**src/rtl/brle_pkg.sv**
```systemverilog
// brle_pkg: shared types and constants of the RLE8 span decoder.
// No dependencies; imported by every module of the decoder.
`default_nettype none

package brle_pkg;

    localparam int REG_W   = 13;
    localparam int POS_W   = 14;
    localparam int ROW_W   = 12;
    localparam int CNT_W   = 8;
    localparam int SKIP_W  = 9;
    localparam int ADDR_W  = 3;
    localparam int APB_W   = 32;
    localparam int TDATA_W = 40;

    localparam logic [POS_W-1:0] POS_MAX = {POS_W{1'b1}};

    localparam logic [CNT_W-1:0] ESC_EOL   = 8'd0;
    localparam logic [CNT_W-1:0] ESC_EOI   = 8'd1;
    localparam logic [CNT_W-1:0] ESC_DELTA = 8'd2;

    localparam logic KIND_SPAN = 1'b0;
    localparam logic KIND_END  = 1'b1;

    localparam logic REG_WIDTH  = 1'b0;
    localparam logic REG_HEIGHT = 1'b1;

    typedef struct packed {
        logic [POS_W-1:0] width;
        logic [POS_W-1:0] height;
    } brle_dim_t;

    typedef struct packed {
        logic             kind;
        logic [ROW_W-1:0] mem_row;
        logic [ROW_W-1:0] column;
        logic [CNT_W-1:0] span_length;
        logic [CNT_W-1:0] pixel_value;
    } brle_span_t;

    function automatic logic [POS_W-1:0] sat_add(input logic [POS_W-1:0] a,
                                                 input logic [CNT_W-1:0] b);
        logic [POS_W:0] s;
        s = {1'b0, a} + {{(POS_W+1-CNT_W){1'b0}}, b};
        return s[POS_W] ? POS_MAX : s[POS_W-1:0];
    endfunction

endpackage

`default_nettype wire

```
**src/rtl/brle_cfg.sv**
```systemverilog
// brle_cfg: APB register file for image width and height.
// Depends on brle_pkg; clamps dim to the build-time maximum size.
`default_nettype none

module brle_cfg
    import brle_pkg::*;
#(
    parameter int MAX_WIDTH  = 4096,
    parameter int MAX_HEIGHT = 4096
) (
    input  wire logic              aclk,
    input  wire logic              aresetn,
    input  wire logic              psel,
    input  wire logic              penable,
    input  wire logic              pwrite,
    input  wire logic [ADDR_W-1:0] paddr,
    input  wire logic [APB_W-1:0]  pwdata,
    output logic      [APB_W-1:0]  prdata,
    output logic                   pready,
    output brle_dim_t              dim
);

    localparam logic [POS_W-1:0] MAX_W = POS_W'(MAX_WIDTH);
    localparam logic [POS_W-1:0] MAX_H = POS_W'(MAX_HEIGHT);

    logic [REG_W-1:0] width_reg;
    logic [REG_W-1:0] height_reg;
    logic             wr_en;
    logic             reg_sel;
    logic [POS_W-1:0] width_ext;
    logic [POS_W-1:0] height_ext;

    assign pready  = 1'b1;
    assign wr_en   = psel && penable && pwrite && pready;
    assign reg_sel = paddr[ADDR_W-1];

    always_ff @(posedge aclk) begin
        if (!aresetn) begin
            width_reg  <= REG_W'(4096);
            height_reg <= REG_W'(4096);
        end else if (wr_en) begin
            if (reg_sel == REG_WIDTH) begin
                width_reg <= pwdata[REG_W-1:0];
            end else begin
                height_reg <= pwdata[REG_W-1:0];
            end
        end
    end

    always_comb begin
        if (reg_sel == REG_WIDTH) begin
            prdata = {{(APB_W-REG_W){1'b0}}, width_reg};
        end else begin
            prdata = {{(APB_W-REG_W){1'b0}}, height_reg};
        end
    end

    assign width_ext  = {{(POS_W-REG_W){1'b0}}, width_reg};
    assign height_ext = {{(POS_W-REG_W){1'b0}}, height_reg};
    assign dim.width  = (width_ext < MAX_W) ? width_ext : MAX_W;
    assign dim.height = (height_ext < MAX_H) ? height_ext : MAX_H;

endmodule

`default_nettype wire

```
**src/rtl/brle_parser.sv**
```systemverilog
// brle_parser: RLE8 phase machine with position tracking and result register.
// Uses brle_pkg; takes one registered byte per cycle unless output stalls.
`default_nettype none

module brle_parser
    import brle_pkg::*;
(
    input  wire logic             aclk,
    input  wire logic             aresetn,
    input  wire logic             in_valid,
    input  wire logic [CNT_W-1:0] in_byte,
    input  brle_dim_t             dim,
    output logic                  consume,
    output logic                  out_valid,
    input  wire logic             out_ready,
    output brle_span_t            out_span
);

    typedef enum logic [3:0] {
        PH_CTRL, PH_RUNVAL, PH_ESC, PH_DX, PH_DY, PH_LIT, PH_PAD, PH_SKIP, PH_DONE
    } phase_t;

    phase_t            phase_reg, phase_next;
    logic [POS_W-1:0]  col_reg, col_next;
    logic [POS_W-1:0]  line_reg, line_next;
    logic [CNT_W-1:0]  pend_reg, pend_next;
    logic [SKIP_W-1:0] skip_reg, skip_next;
    logic              pad_reg, pad_next;
    logic              out_valid_reg, out_valid_next;
    brle_span_t        span_reg, span_next;

    logic              can_adv;
    logic [CNT_W-1:0]  fit_count;
    logic [POS_W:0]    col_end;
    logic              fits;
    logic [POS_W-1:0]  row_full;
    logic [CNT_W-1:0]  pend_dec;
    logic [SKIP_W-1:0] skip_dec;

    assign can_adv   = !out_valid_reg || out_ready;
    assign consume   = in_valid && can_adv;
    assign out_valid = out_valid_reg;
    assign out_span  = span_reg;

    assign fit_count = (phase_reg == PH_RUNVAL) ? pend_reg : in_byte;
    assign col_end   = {1'b0, col_reg} + {{(POS_W+1-CNT_W){1'b0}}, fit_count};
    assign fits      = (col_end <= {1'b0, dim.width}) && (line_reg < dim.height);
    assign row_full  = dim.height - POS_W'(1) - line_reg;
    assign pend_dec  = pend_reg - CNT_W'(1);
    assign skip_dec  = (skip_reg != '0) ? skip_reg - SKIP_W'(1) : skip_reg;

    always_comb begin
        phase_next     = phase_reg;
        col_next       = col_reg;
        line_next      = line_reg;
        pend_next      = pend_reg;
        skip_next      = skip_reg;
        pad_next       = pad_reg;
        out_valid_next = 1'b0;
        span_next      = '0;
        span_next.mem_row = row_full[ROW_W-1:0];
        span_next.column  = col_reg[ROW_W-1:0];
        span_next.kind    = KIND_SPAN;
        case (phase_reg)
            PH_CTRL: begin
                if (in_byte != '0) begin
                    pend_next  = in_byte;
                    phase_next = PH_RUNVAL;
                end else begin
                    phase_next = PH_ESC;
                end
            end
            PH_RUNVAL: begin
                phase_next = PH_CTRL;
                if (fits) begin
                    out_valid_next        = 1'b1;
                    span_next.span_length = pend_reg;
                    span_next.pixel_value = in_byte;
                    col_next              = sat_add(col_reg, pend_reg);
                end
            end
            PH_ESC: begin
                case (in_byte)
                    ESC_EOL: begin
                        col_next   = '0;
                        line_next  = sat_add(line_reg, CNT_W'(1));
                        phase_next = PH_CTRL;
                    end
                    ESC_EOI: begin
                        phase_next     = PH_DONE;
                        out_valid_next = 1'b1;
                        span_next      = '0;
                        span_next.kind = KIND_END;
                    end
                    ESC_DELTA: begin
                        phase_next = PH_DX;
                    end
                    default: begin
                        if (fits) begin
                            pend_next  = in_byte;
                            pad_next   = in_byte[0];
                            phase_next = PH_LIT;
                        end else begin
                            skip_next  = {1'b0, in_byte} + {{(SKIP_W-1){1'b0}}, in_byte[0]};
                            phase_next = PH_SKIP;
                        end
                    end
                endcase
            end
            PH_DX: begin
                pend_next  = in_byte;
                phase_next = PH_DY;
            end
            PH_DY: begin
                col_next   = sat_add(col_reg, pend_reg);
                line_next  = sat_add(line_reg, in_byte);
                pend_next  = '0;
                phase_next = PH_CTRL;
            end
            PH_LIT: begin
                out_valid_next        = 1'b1;
                span_next.span_length = CNT_W'(1);
                span_next.pixel_value = in_byte;
                col_next              = sat_add(col_reg, CNT_W'(1));
                pend_next             = pend_dec;
                if (pend_dec == '0) begin
                    phase_next = pad_reg ? PH_PAD : PH_CTRL;
                end
            end
            PH_PAD: begin
                pad_next   = 1'b0;
                phase_next = PH_CTRL;
            end
            PH_SKIP: begin
                skip_next = skip_dec;
                if (skip_dec == '0) begin
                    phase_next = PH_CTRL;
                end
            end
            PH_DONE: begin
                phase_next = PH_DONE;
            end
            default: begin
                phase_next = PH_CTRL;
            end
        endcase
    end

    always_ff @(posedge aclk) begin
        if (!aresetn) begin
            phase_reg     <= PH_CTRL;
            col_reg       <= '0;
            line_reg      <= '0;
            pend_reg      <= '0;
            skip_reg      <= '0;
            pad_reg       <= 1'b0;
            out_valid_reg <= 1'b0;
        end else if (consume) begin
            phase_reg     <= phase_next;
            col_reg       <= col_next;
            line_reg      <= line_next;
            pend_reg      <= pend_next;
            skip_reg      <= skip_next;
            pad_reg       <= pad_next;
            out_valid_reg <= out_valid_next;
            if (out_valid_next) begin
                span_reg <= span_next;
            end
        end else if (out_ready) begin
            out_valid_reg <= 1'b0;
        end
    end

endmodule

`default_nettype wire

```
**src/rtl/bmp_rle8_span_decoder.sv**
```systemverilog
// Top level of the RLE8 span decoder: input register, parser and APB registers.
// Depends on brle_pkg, brle_cfg and brle_parser.
//
// Decodes a bitmap RLE8 byte stream into pixel spans. Sustains one
// compressed byte per clock while the master side does not stall: a byte
// enters the input register on acceptance and its span, if any, is then
// loaded from the input register into the result register, which drives
// m_tvalid. A stalled master side holds both registers and drops s_tready.
// Each span gives memory row, start column, length and palette index; an
// end-of-image escape yields one request with m_tuser high and all data
// zero, after which bytes are swallowed until reset. Runs or literal groups
// that would cross the image edge are consumed without output. Write
// image_width (address 0) and image_height (address 4) only while the
// decoder is idle; both are clamped to MAX_WIDTH and MAX_HEIGHT.
`default_nettype none

module bmp_rle8_span_decoder
    import brle_pkg::*;
#(
    parameter int MAX_WIDTH  = 4096,
    parameter int MAX_HEIGHT = 4096
) (
    input  wire logic                aclk,
    input  wire logic                aresetn,
    input  wire logic                s_tvalid,
    output logic                     s_tready,
    input  wire logic [CNT_W-1:0]    s_tdata,   // data_byte
    output logic                     m_tvalid,
    input  wire logic                m_tready,
    output logic [TDATA_W-1:0]       m_tdata,   // pixel_value, span_length, column, mem_row (MSB first)
    output logic                     m_tuser,   // kind
    input  wire logic                psel,
    input  wire logic                penable,
    input  wire logic                pwrite,
    input  wire logic [ADDR_W-1:0]   paddr,
    input  wire logic [APB_W-1:0]    pwdata,
    output logic      [APB_W-1:0]    prdata,
    output logic                     pready
);

    logic             in_valid_reg;
    logic [CNT_W-1:0] in_byte_reg;
    logic             consume;
    brle_dim_t        dim;
    brle_span_t       span;

    assign s_tready = !in_valid_reg || consume;

    always_ff @(posedge aclk) begin
        if (!aresetn) begin
            in_valid_reg <= 1'b0;
        end else if (s_tvalid && s_tready) begin
            in_valid_reg <= 1'b1;
        end else if (consume) begin
            in_valid_reg <= 1'b0;
        end
    end

    always_ff @(posedge aclk) begin
        if (s_tvalid && s_tready) begin
            in_byte_reg <= s_tdata;
        end
    end

    brle_cfg #(
        .MAX_WIDTH  (MAX_WIDTH),
        .MAX_HEIGHT (MAX_HEIGHT)
    ) u_cfg (
        .aclk    (aclk),
        .aresetn (aresetn),
        .psel    (psel),
        .penable (penable),
        .pwrite  (pwrite),
        .paddr   (paddr),
        .pwdata  (pwdata),
        .prdata  (prdata),
        .pready  (pready),
        .dim     (dim)
    );

    brle_parser u_parser (
        .aclk      (aclk),
        .aresetn   (aresetn),
        .in_valid  (in_valid_reg),
        .in_byte   (in_byte_reg),
        .dim       (dim),
        .consume   (consume),
        .out_valid (m_tvalid),
        .out_ready (m_tready),
        .out_span  (span)
    );

    assign m_tuser = span.kind;
    assign m_tdata = {span.pixel_value, span.span_length, span.column, span.mem_row};

endmodule

`default_nettype wire

```
**config.mk**
```make
export PLATFORM = sky130hd
export DESIGN_NAME = bmp_rle8_span_decoder
export DESIGN_NICKNAME = d
export VERILOG_FILES = /design/src/rtl/brle_pkg.sv /design/src/rtl/brle_cfg.sv /design/src/rtl/brle_parser.sv /design/src/rtl/bmp_rle8_span_decoder.sv
export SDC_FILE = /design/constraint.sdc
export NUM_CORES = 1
export LEC_CHECK = 0
export ABC_AREA = 0
export BUFFER_PORTS_ARGS = -buffer_cell sky130_fd_sc_hd__buf_2
export CAP_MARGIN = 0
export CORE_MARGIN = 4
export CORE_UTILIZATION = 25
export CTS_CLUSTER_DIAMETER = 30
export DETAILED_ROUTE_END_ITERATION = 10
export SLEW_MARGIN = 15
export SYNTH_ARGS = -nofsm -noshare
export SYNTH_HDL_FRONTEND = slang
export SYNTH_SLANG_ARGS = --single-unit
export TNS_END_PERCENT = 50
```
**constraint.sdc**
```tcl
create_clock -name aclk -period 6.95 [get_ports aclk]
set_input_delay 0.695 -clock aclk [delete_from_list [all_inputs] [get_ports aclk]]
set_output_delay 0.695 -clock aclk [all_outputs]
set_load 0.03 [all_outputs]
```
# --- Word-level counts from Yosys, hierarchy flattened ---
# Index checks and enable logic that the tools add are counted.
classes:
  n_lt_le_gt_ge: 4
  n_reduce_logical: 32
  n_eq_ne: 18
  mux: 42
  add_sub_neg: 10
  bitwise_logic: 1
ops:
  columns: ["operator", "n"]
  rows:
  - ["2-to-1 mux 14 bit", 7]
  - ["case mux 14 bit (4 select lines)", 1]
  - ["case mux 16 bit (3 select lines)", 1]
  - ["adder 14 x 8 -> 15 bit", 3]
  - ["2-to-1 mux 41 bit", 1]
  - ["case mux 8 bit (5 select lines)", 1]
  - ["2-to-1 mux 13 bit", 3]
  - ["2-to-1 mux 8 bit", 4]
  - ["adder 14 x 1 -> 15 bit (second input constant)", 2]
  - ["case mux 14 bit (2 select lines)", 1]
  - ["2-to-1 mux 9 bit", 3]
  - ["less-than comparator 13 bit (second input constant)", 2]
  - ["2-to-1 mux 24 bit", 1]
  - ["case mux 4 bit (6 select lines)", 1]
  - ["case mux 9 bit (2 select lines)", 1]
  - ["== test 4 x 3 -> 1 bit (second input constant)", 4]
  - ["zero test 8 bit", 2]
  - ["2-to-1 mux 16 bit", 1]
  - ["less-or-equal comparator 15 x 13 -> 1 bit", 1]
  - ["less-than comparator 14 x 13 -> 1 bit", 1]
  - ["case mux 4 bit (3 select lines)", 1]
  - ["AND reduction 4 bit", 3]
  - ["subtractor 12 x 1 -> 12 bit (second input constant)", 1]
  - ["subtractor 12 bit", 1]
  - ["31 further kinds", 60]
word_totals:
  in_bits: 50
  wordCells: 123
  reg_bits: 127

# --- Longest topological paths before layout ---
# Gate-level depths: netlist (run 1).
depth:
  word_depth: 8
  depth_mapped: 23

# --- Hierarchy ---
# A second synthesis (run 1) with hierarchy kept.
unflattened:
  cells_unflattened: 1112
  area_unflattened_um2: 9615.5
modules_own_cells:
  columns: ["mod", "seq_area_each_um2", "area_each_um2", "cells_each", "instances"]
  rows:
  - ["brle_parser", 2252.2, 7801.2, 932, 1]
  - ["brle_cfg", 520.5, 1516.5, 167, 1]
  - ["bmp_rle8_span_decoder", 260.2, 297.8, 13, 1]

# --- Worst setup path after synthesis (run 1) ---
# No wires, ideal clock.
synth_timing:
  path_kind: "flip-flop to flip-flop"
  from: "reg u_parser.phase_reg[0]"
  to: "reg u_parser.span_reg, in the netlist u_parser.out_span[0], enable pin"
  t_required_ns: 6.548
  stages_incl_launch_ff: 20
  setup_ns: 0.402
  arrival_time_ns: 5.633
  slack_ns: 0.915
  synth_period_minus_slack_ns: 6.035
  path_buffers: 1
  cell_sequence: "dfxtp_1 inv_2 nor4_1 clkbuf_1 mux2_1 ha_1 a21oi_1 a31o_1 a21oi_1 nand3_1 nor2_1 xnor2_1 ha_1 nand4_1 or4_4 o31ai_2 nand4_4 and4bb_2 nand2b_1 o21a_1"
synth_between:
  elab_chain_len: 8
  word_cells_on_any_way: 10
  cone_classes: "add/sub (1); order compare (1); eq/ne (3); mux (3); reduce/logical (2)"
synth_lines:
  columns: ["element", "line_no", "text"]
  rows:
  - ["start, declared", "brle_parser.sv:23", "phase_t phase_reg, phase_next;"]
  - ["start signal, assigned", "brle_parser.sv:159", "phase_reg <= phase_next;"]
  - ["== test 4 x 1 -> 1 bit", "brle_parser.sv:45, brle_parser.sv:64", null]
  - ["2-to-1 mux 8 bit", "brle_parser.sv:45", "assign fit_count = (phase_reg == PH_RUNVAL) ? pend_reg : in_byte;"]
  - ["adder 14 x 8 -> 15 bit", "brle_parser.sv:46", "assign col_end = {1'b0, col_reg} + {{(POS_W+1-CNT_W){1'b0}}, fit_count};"]
  - ["less-or-equal comparator 15 x 13 -> 1 bit", "brle_parser.sv:47", "assign fits = (col_end <= {1'b0, dim.width}) && (line_reg < dim.height);"]
  - ["logical AND 1 bit", "brle_parser.sv:47", null]
  - ["2-to-1 mux 1 bit", "brle_parser.sv:75", "if (fits) begin"]
  - ["case mux 1 bit (3 select lines) *", "brle_parser.sv:64", "case (phase_reg)"]
  - ["AND reduction 3 bit (no line) *", null, null]
  - ["end signal, assigned", "brle_parser.sv:167", "span_reg <= span_next;"]
  - ["end, declared", "brle_parser.sv:30", "brle_span_t span_reg, span_next;"]
# Mark *: on every way between the ends. The rest lies on a longest branch, timed or not.
# A chain may end at the register's enable or synchronous reset.

# --- Final worst setup path (run 1) ---
layout_timing:
  from: "reg u_parser.phase_reg[0]"
  to: "reg u_parser.span_reg, in the netlist u_parser.out_span[9], enable pin"
# Same word-level chain as after synthesis.

==> metrics.txt, run 1 <==
slowest CP cell=or4_4; area of the multi-input gates=0.00556 mm^2; Nets=1271; final wirelength=26700 um; Detail Route Antenna Nets=0; Starting DRT DRC Count=627; Seq/Total Area, Yosys=33.4%; placed inst area=0.00985 mm^2; Die ar.=0.0395 mm^2; share of cells above drive strength 1=13.7%; RSZ-0062 raised after global routing=false; crit-path cells=inv_2 -> nor4_1 -> buf_4 -> mux2_2 -> ha_1 -> nand3_1 -> a31o_1 -> a21oi_1 -> nand3_1 -> nor2_1 -> xnor2_1 -> ha_1 -> nand4_1 -> or4_4 -> o31ai_2 -> nand4_4 -> and4bb_2 -> nand2b_1 -> o21a_2 -> buf_4; EDFF count, synth=49; most frequent cell after synthesis=nand2_1; via count=8146; Num CTS Buffers=17; Synth cell types=78; Clock transition at path regs=60 ps; syn_area_per_cell=8.35 um^2; worst hold start=s_tdata[4]; Die Width=199 um; Lkg Pwr=3.99 nW; area leader, netlist=dfxtp_1; FF-to-FF path depth=20; layer with the highest usage=met2; FP Rows=69; CP peak stage delay=580 ps; reg2reg start=u_parser.phase_reg[0]; Synth async-reset ratio=0%; Mapped Area=0.00909 mm^2; starting density of the core=25.4%; Worst EP arrival=6180 ps; pin count of the biggest net entering global routing=56; minimum hold slack=453 ps; fin crit share=87.9%; hold_buf cts=0; Worst Skew=12.9 ps; Setup Fix Bufs, Post-CTS=0; gate count after technology mapping=1089; Tot Pwr=1.94 mW; hold crit path type=in -> reg; CP Max Fanout=26; I/O Pins=126; Resized cells post-CTS=0; final setup fails=0; met2 Use GR=20.7%; Final Max Tran Viols=0; Most used DFF post-synth=dfxtp_1; r2r endpoint=u_parser.out_span[9]; pwr dens=186 mW/mm^2; Clk Latency, worst-skew pair=420 ps; startpoint types=flop; placed cells=1588; Critical Path End Type=flop; Die Y=199 um; HPWL Detailed=19400 um; max reg flops=41; setup TNS=0 ps; number of max-cap violations=0; drt first pass iters=5; Wirelength per Cell=16.5 um; PortBufs=84; Fmax=164 MHz; Req. time, crit path=7030 ps; met1 usage=18.5%; # H-tree levels=4; fin crit period=6110 ps; first-pass GRT wire length=42100 um; Synth area leaders=dfxtp_1 (17%), edfxtp_1 (16%), ha_1 (9.8%); CTS tree=done; area fraction of the dominant cell type after synthesis=17.2%; Seq cells post-synth=127; clk root buf=clkbuf_16; fillcell total=3838; initial antenna violation count=1; yosys warns=0; Storage cell area=0.00303 mm^2; met3 usage in global routing=3.34%; Slew @ Worst Pin=1020 ps; Hold Path End=in_byte_reg[4]; Placement Setup Slack=862 ps; CTS sink count=127; Post-Layout Inst Area=0.0104 mm^2; maximum vdd drop=0.000121 V; Antenna Cells=0; CTS max path bufs=2; most frequent cells after synthesis=nand2_1 (144), a21oi_1 (106), nor2_1 (79), dfxtp_1 (78), ha_1 (71); GRT Total Usage=13.3%; Reg2Reg Setup Slack=840 ps; gpl congestion=0.875; final core utilization=29.2%; status=completed; Overflow after GRT=0; P&R area growth vs syn=14.7%; Core Area=0.0357 mm^2; fin cells=1620; DRC Markers=0; drt via density=5.03; Worst Setup Slack, final=844 ps; worst relative slew slack=31.9%; critical path type=reg -> reg; Final Hold Viols=0; WHS Path Cells=1; vias in the first global route=7645
-- power breakdown --
part | internal [mW] | switching [mW]
clock | 0.542 | 0.339
combinational | 0.0886 | 0.149
sequential | 0.786 | 0.0378
total | 1.42 | 0.526
-- worst max-delay path by stage --
stage                     startpoint                   end  slack [ps]  depth (start not counted)
2_1_floorplan  u_parser.phase_reg[0]  u_parser.out_span[0]         920                         19
3_3_place_gp   u_parser.phase_reg[0]  u_parser.out_span[1]         890                         20
3_5_place_dp   u_parser.phase_reg[0]  u_parser.out_span[1]         860                         20
4_1_cts        u_parser.phase_reg[0]  u_parser.out_span[2]         830                         20
5_1_grt        u_parser.phase_reg[0]  u_parser.out_span[1]         270                         20
6_report       u_parser.phase_reg[0]  u_parser.out_span[9]         840                         20
-- cells in the final DEF, fill, tap and decap left out, types with 15 or more instances in the layout --
cell       count
xnor2_1       35
conb_1        20
dfxtp_1       78
nand3_1       31
inv_1         51
buf_2         84
clkbuf_16     18
nor2_1        79
o21ai_1       23
nor3_1        26
nand2_1      144
xor2_1        15
o21ai_0       34
edfxtp_1      49
ha_1          71
and2_1        33
nand2b_1      16
a211oi_1      20
a21oi_1      106
-- critical path, delay by kind of cell, from the launching register on --
family                     cells  cell delay [ps]
DFF                            1              570
xor gates and xnor gates       1               80
adders and majority gates      2              610
muxes                          1              370
AOI/OAI and AO/OA              4              850
buffers and inverters          3              720
and+or+nand+nor                9             2540
-- routing by layer --
| layer | up-vias | wire length [um] |
|---|---|---|
| li1 | 3979 | - |
| met1 | 3857 | 12500 |
| met3 | 34 | 1780 |
| met4 | 2 | 515 |
| met2 | 274 | 11900 |
| met5 | - | 12 |
-- cell families after synthesis --
family,synth area share [%]
buf+inv,6.26
compound gates,20.4
other cells,0.0826
flops,33.4
mux,3.22
fa+ha+maj,10.6
xor+xnor,4.99
simple gates,21.1
-- final cells by class --
| type | count | area share, % |
|---|---|---|
| Multi-Input combinational cell | 854 | 53.3 |
| Clock buffer | 24 | 4.82 |
| Inverter | 55 | 1.98 |
| Tap cell | 461 | 5.53 |
| Clock inverter | 8 | 0.744 |
| Sequential cell | 127 | 29.1 |
| Timing Repair Buffer | 91 | 4.53 |
Power figures use the tool's default switching activity.
==> run 2: changes to the inputs <==
- SETUP_SLACK_MARGIN: not set -> 0.1
- clock period: 6.95 -> 5.7 ns (I/O delays scaled with it)
==> metrics.txt, run 2 (synthesized netlist as in run 1, its figures left out) <==
Placement Setup Slack=525 ps (was 862 ps); drt via density=5.02 (was 5.03); Reg2Reg Setup Slack=430 ps (was 840 ps); pwr dens=226 mW/mm^2 (was 186 mW/mm^2); Wirelength per Cell=16.8 um (was 16.5 um); Final Max Tran Viols=0 (unchanged); placed inst area=0.00995 mm^2 (was 0.00985 mm^2); crit-path cells=nor4_2 -> buf_4 -> mux2_2 -> ha_1 -> a211oi_1 -> a21oi_1 -> o211ai_1 -> nor2_1 -> xor2_1 -> ha_1 -> nand4_1 -> or4_4 -> o31ai_2 -> nand4_4 -> and4bb_2 -> nand2b_1 -> o21a_4 -> buf_12 (was inv_2 -> nor4_1 -> buf_4 -> mux2_2 -> ha_1 -> nand3_1 -> a31o_1 -> a21oi_1 -> nand3_1 -> nor2_1 -> xnor2_1 -> ha_1 -> nand4_1 -> or4_4 -> o31ai_2 -> nand4_4 -> and4bb_2 -> nand2b_1 -> o21a_2 -> buf_4); fin crit period=5270 ps (was 6110 ps); FF-to-FF path depth=18 (was 20); Post-Layout Inst Area=0.0105 mm^2 (was 0.0104 mm^2); CP peak stage delay=580 ps (about the same); Worst EP arrival=5380 ps (was 6180 ps); I/O Pins=126 (unchanged); Detail Route Antenna Nets=0 (unchanged); final wirelength=27300 um (was 26700 um); placed cells=1597 (was 1588); startpoint types=flop (unchanged); Worst Setup Slack, final=434 ps (was 844 ps); WHS Path Cells=1 (unchanged); leading cell type in the layout, fill and taps excluded=nand2_1 (unchanged); clk root buf=clkbuf_16 (unchanged); final setup fails=0 (unchanged); Slew @ Worst Pin=1080 ps (was 1020 ps); most frequent cells in the layout=nand2_1 (144), a21oi_1 (106), buf_2 (84), nor2_1 (79), dfxtp_1 (78) (unchanged); worst setup path start=u_parser.phase_reg[1] (was u_parser.phase_reg[0]); number of max-cap violations=0 (unchanged); worst hold start=s_tdata[3] (was s_tdata[4]); Die Width=199 um (unchanged); Tot Pwr=2.38 mW (was 1.94 mW); share of cells above drive strength 1=14.5% (was 13.7%); Antenna Cells=0 (unchanged); Die Y=199 um (unchanged); Resized cells post-CTS=0 (unchanged); Buf/Inv on CP=2 (was 3); hold crit path type=in -> reg (unchanged); r2r endpoint=u_parser.out_span[5] (was u_parser.out_span[9]); Setup Fix Bufs, Post-CTS=0 (unchanged); fillcell total=3855 (was 3838); critical path type=reg -> reg (unchanged); Clk Latency, worst-skew pair=430 ps (was 420 ps); pin count of the biggest net entering global routing=56 (unchanged); drt first pass iters=5 (unchanged); Overflow after GRT=0 (unchanged); Lkg Pwr=4.05 nW (was 3.99 nW); Worst Skew=9.72 ps (was 12.9 ps); Req. time, crit path=5820 ps (was 7030 ps); Hold Path End=in_byte_reg[3] (was in_byte_reg[4]); setup TNS=0 ps (unchanged); CTS max path bufs=2 (unchanged); Fmax=190 MHz (was 164 MHz); CTS tree=done (unchanged); hold_buf cts=0 (unchanged); FP Rows=69 (unchanged); P&R area growth vs syn=15.9% (was 14.7%); slowest CP cell=or4_4 (unchanged); Storage cell area=0.00303 mm^2 (unchanged); via count=8175 (was 8146); initial antenna violation count=2 (was 1); max reg flops=41 (unchanged); reg2reg start=u_parser.phase_reg[1] (was u_parser.phase_reg[0]); DRC Markers=0 (unchanged); PortBufs=84 (unchanged); HPWL Detailed=19900 um (was 19400 um); CP delay by family, top=simple AND/OR/NAND/NOR gates (unchanged); RSZ-0062 raised after global routing=false (unchanged); final core utilization=29.5% (was 29.2%); gpl congestion=0.871 (was 0.875); fin cells=1629 (was 1620); Core Area=0.0357 mm^2 (unchanged); Nets=1280 (was 1271); worst relative slew slack=27.7% (was 31.9%); fin crit share=92.4% (was 87.9%); GRT Total Usage=13.7% (was 13.3%); Starting DRT DRC Count=618 (was 627); Die ar.=0.0395 mm^2 (unchanged); # H-tree levels=4 (unchanged); CTS sink count=127 (unchanged); starting density of the core=25.4% (unchanged); status=completed (unchanged); Critical Path End Type=flop (unchanged); minimum hold slack=327 ps (was 453 ps); vias in the first global route=7725 (was 7645); first-pass GRT wire length=43000 um (was 42100 um); Worst path most repeated cell=ha_1; Num CTS Buffers=17 (unchanged); maximum vdd drop=0.000127 V (was 0.000121 V); Clock transition at path regs=60 ps (about the same); Final Hold Viols=0 (unchanged); area of the multi-input gates=0.00557 mm^2 (was 0.00556 mm^2); CP Max Fanout=26 (unchanged)
-- run 2: cell types whose count changed in the layout (fill, tap and decap cells not counted), sizes merged --
| cell | delta |
|---|---|
| buf | +9 |
| bufinv | -1 |
| clkbuf | +1 |
-- run 2: final cells by class --
type / instances / share of cell area [%]
clock buffer: 25 / 5.12
clock inverter: 7 / 0.427
inverter: 55 / 1.96
multi-input combinational: 854 / 52.9
sequential: 127 / 28.8
tap: 461 / 5.47
timing repair buffer: 100 / 5.37
-- run 2: power by group --
part / total, mW / switching [mW] / internal [mW]
Clock: 1.08 / 0.422 / 0.656
Combinational: 0.309 / 0.194 / 0.114
Sequential: 0.995 / 0.0361 / 0.958
Total: 2.38 / 0.652 / 1.73
-- run 2: how the worst max path moves through the flow --
| stage | end | slack (ps) | cells past startpoint |
|---|---|---|---|
| after floorplan | u_parser.out_span[0] | 290 | 19 |
| after global placement | u_parser.out_span[2] | 590 | 19 |
| after detailed placement | u_parser.out_span[6] | 530 | 18 |
| after CTS | u_parser.out_span[5] | 460 | 18 |
| after global routing | u_parser.col_reg[9] | 120 | 18 |
| final | u_parser.out_span[5] | 430 | 18 |
-- run 2: per-layer routing --
layer	vias up	wire length [um]	GRT usage [%]
met5	-	27	0
met4	4	325	3.14
met3	22	1790	3.12
met2	243	12500	22.1
met1	3902	12600	18.7
li1	4004	-	-
==> run 3: changes to the inputs <==
- CTS_BUF_LIST: not set -> sky130_fd_sc_hd__clkbuf_2
==> metrics.txt, run 3 (synthesized netlist as in run 1, its figures left out) <==
status=completed (unchanged); I/O Pins=126 (unchanged); Starting DRT DRC Count=592 (was 618); gpl congestion=0.871 (unchanged); maximum vdd drop=0.0000863 V (was 0.000127 V); critical path type=reg -> reg (unchanged); starting density of the core=25.4% (unchanged); Final Max Tran Viols=0 (unchanged); Reg2Reg Setup Slack=430 ps (about the same); Die Y=199 um (unchanged); share of cells above drive strength 1=14.3% (was 14.5%); CTS max path bufs=2 (unchanged); final core utilization=29.1% (was 29.5%); Resized cells post-CTS=0 (unchanged); Detail Route Antenna Nets=0 (unchanged); drt first pass iters=5 (unchanged); DRC Markers=0 (unchanged); slowest CP cell=or4_4 (unchanged); first-pass GRT wire length=42800 um (was 43000 um); GRT Total Usage=13.6% (was 13.7%); Clock transition at path regs=200 ps (was 60 ps); Buf/Inv on CP=2 (unchanged); initial antenna violation count=1 (was 2); Worst Skew=43.7 ps (was 9.72 ps); final wirelength=27200 um (was 27300 um); final setup fails=0 (unchanged); r2r endpoint=u_parser.out_span[5] (unchanged); worst hold start=pwdata[1] (was s_tdata[3]); CP delay by family, top=simple AND/OR/NAND/NOR gates (unchanged); Nets=1300 (was 1280); Setup Fix Bufs, Post-CTS=0 (unchanged); setup TNS=0 ps (unchanged); Die Width=199 um (unchanged); Final Hold Viols=0 (unchanged); worst relative slew slack=25.2% (was 27.7%); Die ar.=0.0395 mm^2 (unchanged); Overflow after GRT=0 (unchanged); FP Rows=69 (unchanged); pwr dens=185 mW/mm^2 (was 226 mW/mm^2); CP peak stage delay=580 ps (about the same); fillcell total=3883 (was 3855); Worst path most repeated cell=ha_1 (unchanged); Fmax=190 MHz (about the same); crit-path cells=nor4_2 -> buf_4 -> mux2_2 -> ha_1 -> a211oi_1 -> a21oi_1 -> o211ai_1 -> nor2_1 -> xor2_1 -> ha_1 -> nand4_1 -> or4_4 -> o31ai_2 -> nand4_4 -> and4bb_2 -> nand2b_1 -> o21a_4 -> buf_12 (unchanged); CTS sink count=127 (unchanged); Core Area=0.0357 mm^2 (unchanged); leading cell type in the layout, fill and taps excluded=nand2_1 (unchanged); FF-to-FF path depth=18 (unchanged); Req. time, crit path=6130 ps (was 5820 ps); Lkg Pwr=4.00 nW (was 4.05 nW); RSZ-0062 raised after global routing=false (unchanged); via count=8227 (was 8175); fin crit period=5270 ps (about the same); Critical Path End Type=flop (unchanged); Num CTS Buffers=17 (unchanged); HPWL Detailed=19900 um (unchanged); Slew @ Worst Pin=1120 ps (was 1080 ps); Placement Setup Slack=525 ps (unchanged); max reg flops=41 (unchanged); drt via density=4.99 (was 5.02); vias in the first global route=7801 (was 7725); reg2reg start=u_parser.phase_reg[1] (unchanged); Hold Path End=u_cfg.height_reg[1] (was in_byte_reg[3]); pin count of the biggest net entering global routing=56 (unchanged); # H-tree levels=4 (unchanged); CP Max Fanout=26 (unchanged); WHS Path Cells=3 (was 1); most frequent cells in the layout=nand2_1 (144), a21oi_1 (106), buf_2 (84), nor2_1 (79), dfxtp_1 (78) (unchanged); hold_buf cts=20 (was 0); PortBufs=84 (unchanged); Clk Latency, worst-skew pair=750 ps (was 430 ps); startpoint types=flop (unchanged); fin crit share=92.5% (was 92.4%); number of max-cap violations=0 (unchanged); Wirelength per Cell=16.5 um (was 16.8 um); Worst EP arrival=5710 ps (was 5380 ps); Worst Setup Slack, final=428 ps (was 434 ps); clk root buf=clkbuf_2 (was clkbuf_16); CTS tree=done (unchanged); P&R area growth vs syn=14.4% (was 15.9%); hold crit path type=in -> reg (unchanged)
run 3: cell types whose count changed in the layout (fill, tap and decap cells not counted):
cell           delta
clkbuf_16        -20
clkbuf_2         +20
dlygate4sd3_1    +20
bufinv_16         +3
clkbuf_1          -3
clkbuf_8          -2
clkinv_1          +2
diode_2           +1
run 3: per-stage QoR:
stage          power (mW)  hold slack [ps]  cell area (um^2)  std cells
3_5_place_dp         1.32              461              9950       1597
5_1_grt              2.02             8.70             10400       1650
6_report             1.92             87.0             10400       1650
2_1_floorplan        1.24              437              9170       1107
4_1_cts              1.95            0.956             10400       1649
3_3_place_gp         1.31              455              9950       1597
run 3: tightest hold or removal path: cells and delay by family:
kind / cells / cell delay [ps]
simple gates: 1 / 50
compound gates: 1 / 50
buf+inv: 1 / 110
run 3: metal layers:
metal	vias up	global-route usage, %	share of wire [%]
met4	0	3.55	1.4
met1	3917	18.6	47
met3	22	2.91	6.5
met5	-	0	0
met2	244	22.0	45
li1	4044	-	-
run 3: final cells by class:
type / instances / area [um^2] / area share (%)
clock inverters: 12 / 143 / 1.37
multi-input cells: 854 / 5570 / 53.6
diodes: 1 / 2.50 / 0.0241
well taps: 461 / 577 / 5.55
inverters: 55 / 206 / 1.99
repair buffers: 120 / 766 / 7.36
flip-flops and latches: 127 / 3030 / 29.2
clock buffers: 20 / 100 / 0.962
run 3: how the worst max path moves through the flow:
stage / from / depth (start not counted) / slack, ps / to
CTS: u_parser.phase_reg[1] / 18 / 420 / u_parser.out_span[7]
finish: u_parser.phase_reg[1] / 18 / 430 / u_parser.out_span[5]
global placement: u_parser.phase_reg[1] / 19 / 590 / u_parser.out_span[2]
global route: u_parser.phase_reg[1] / 18 / 100 / u_parser.col_reg[9]
floorplan: u_parser.phase_reg[0] / 19 / 290 / u_parser.out_span[0]
detailed placement: u_parser.phase_reg[1] / 18 / 530 / u_parser.out_span[6]
run 3: power by group:
part           switching, mW  internal (mW)  leakage, nW
combinational          0.196          0.123         2.78
clock                  0.363          0.245        0.149
sequential            0.0358          0.959         1.07
total                  0.595           1.33         4.00
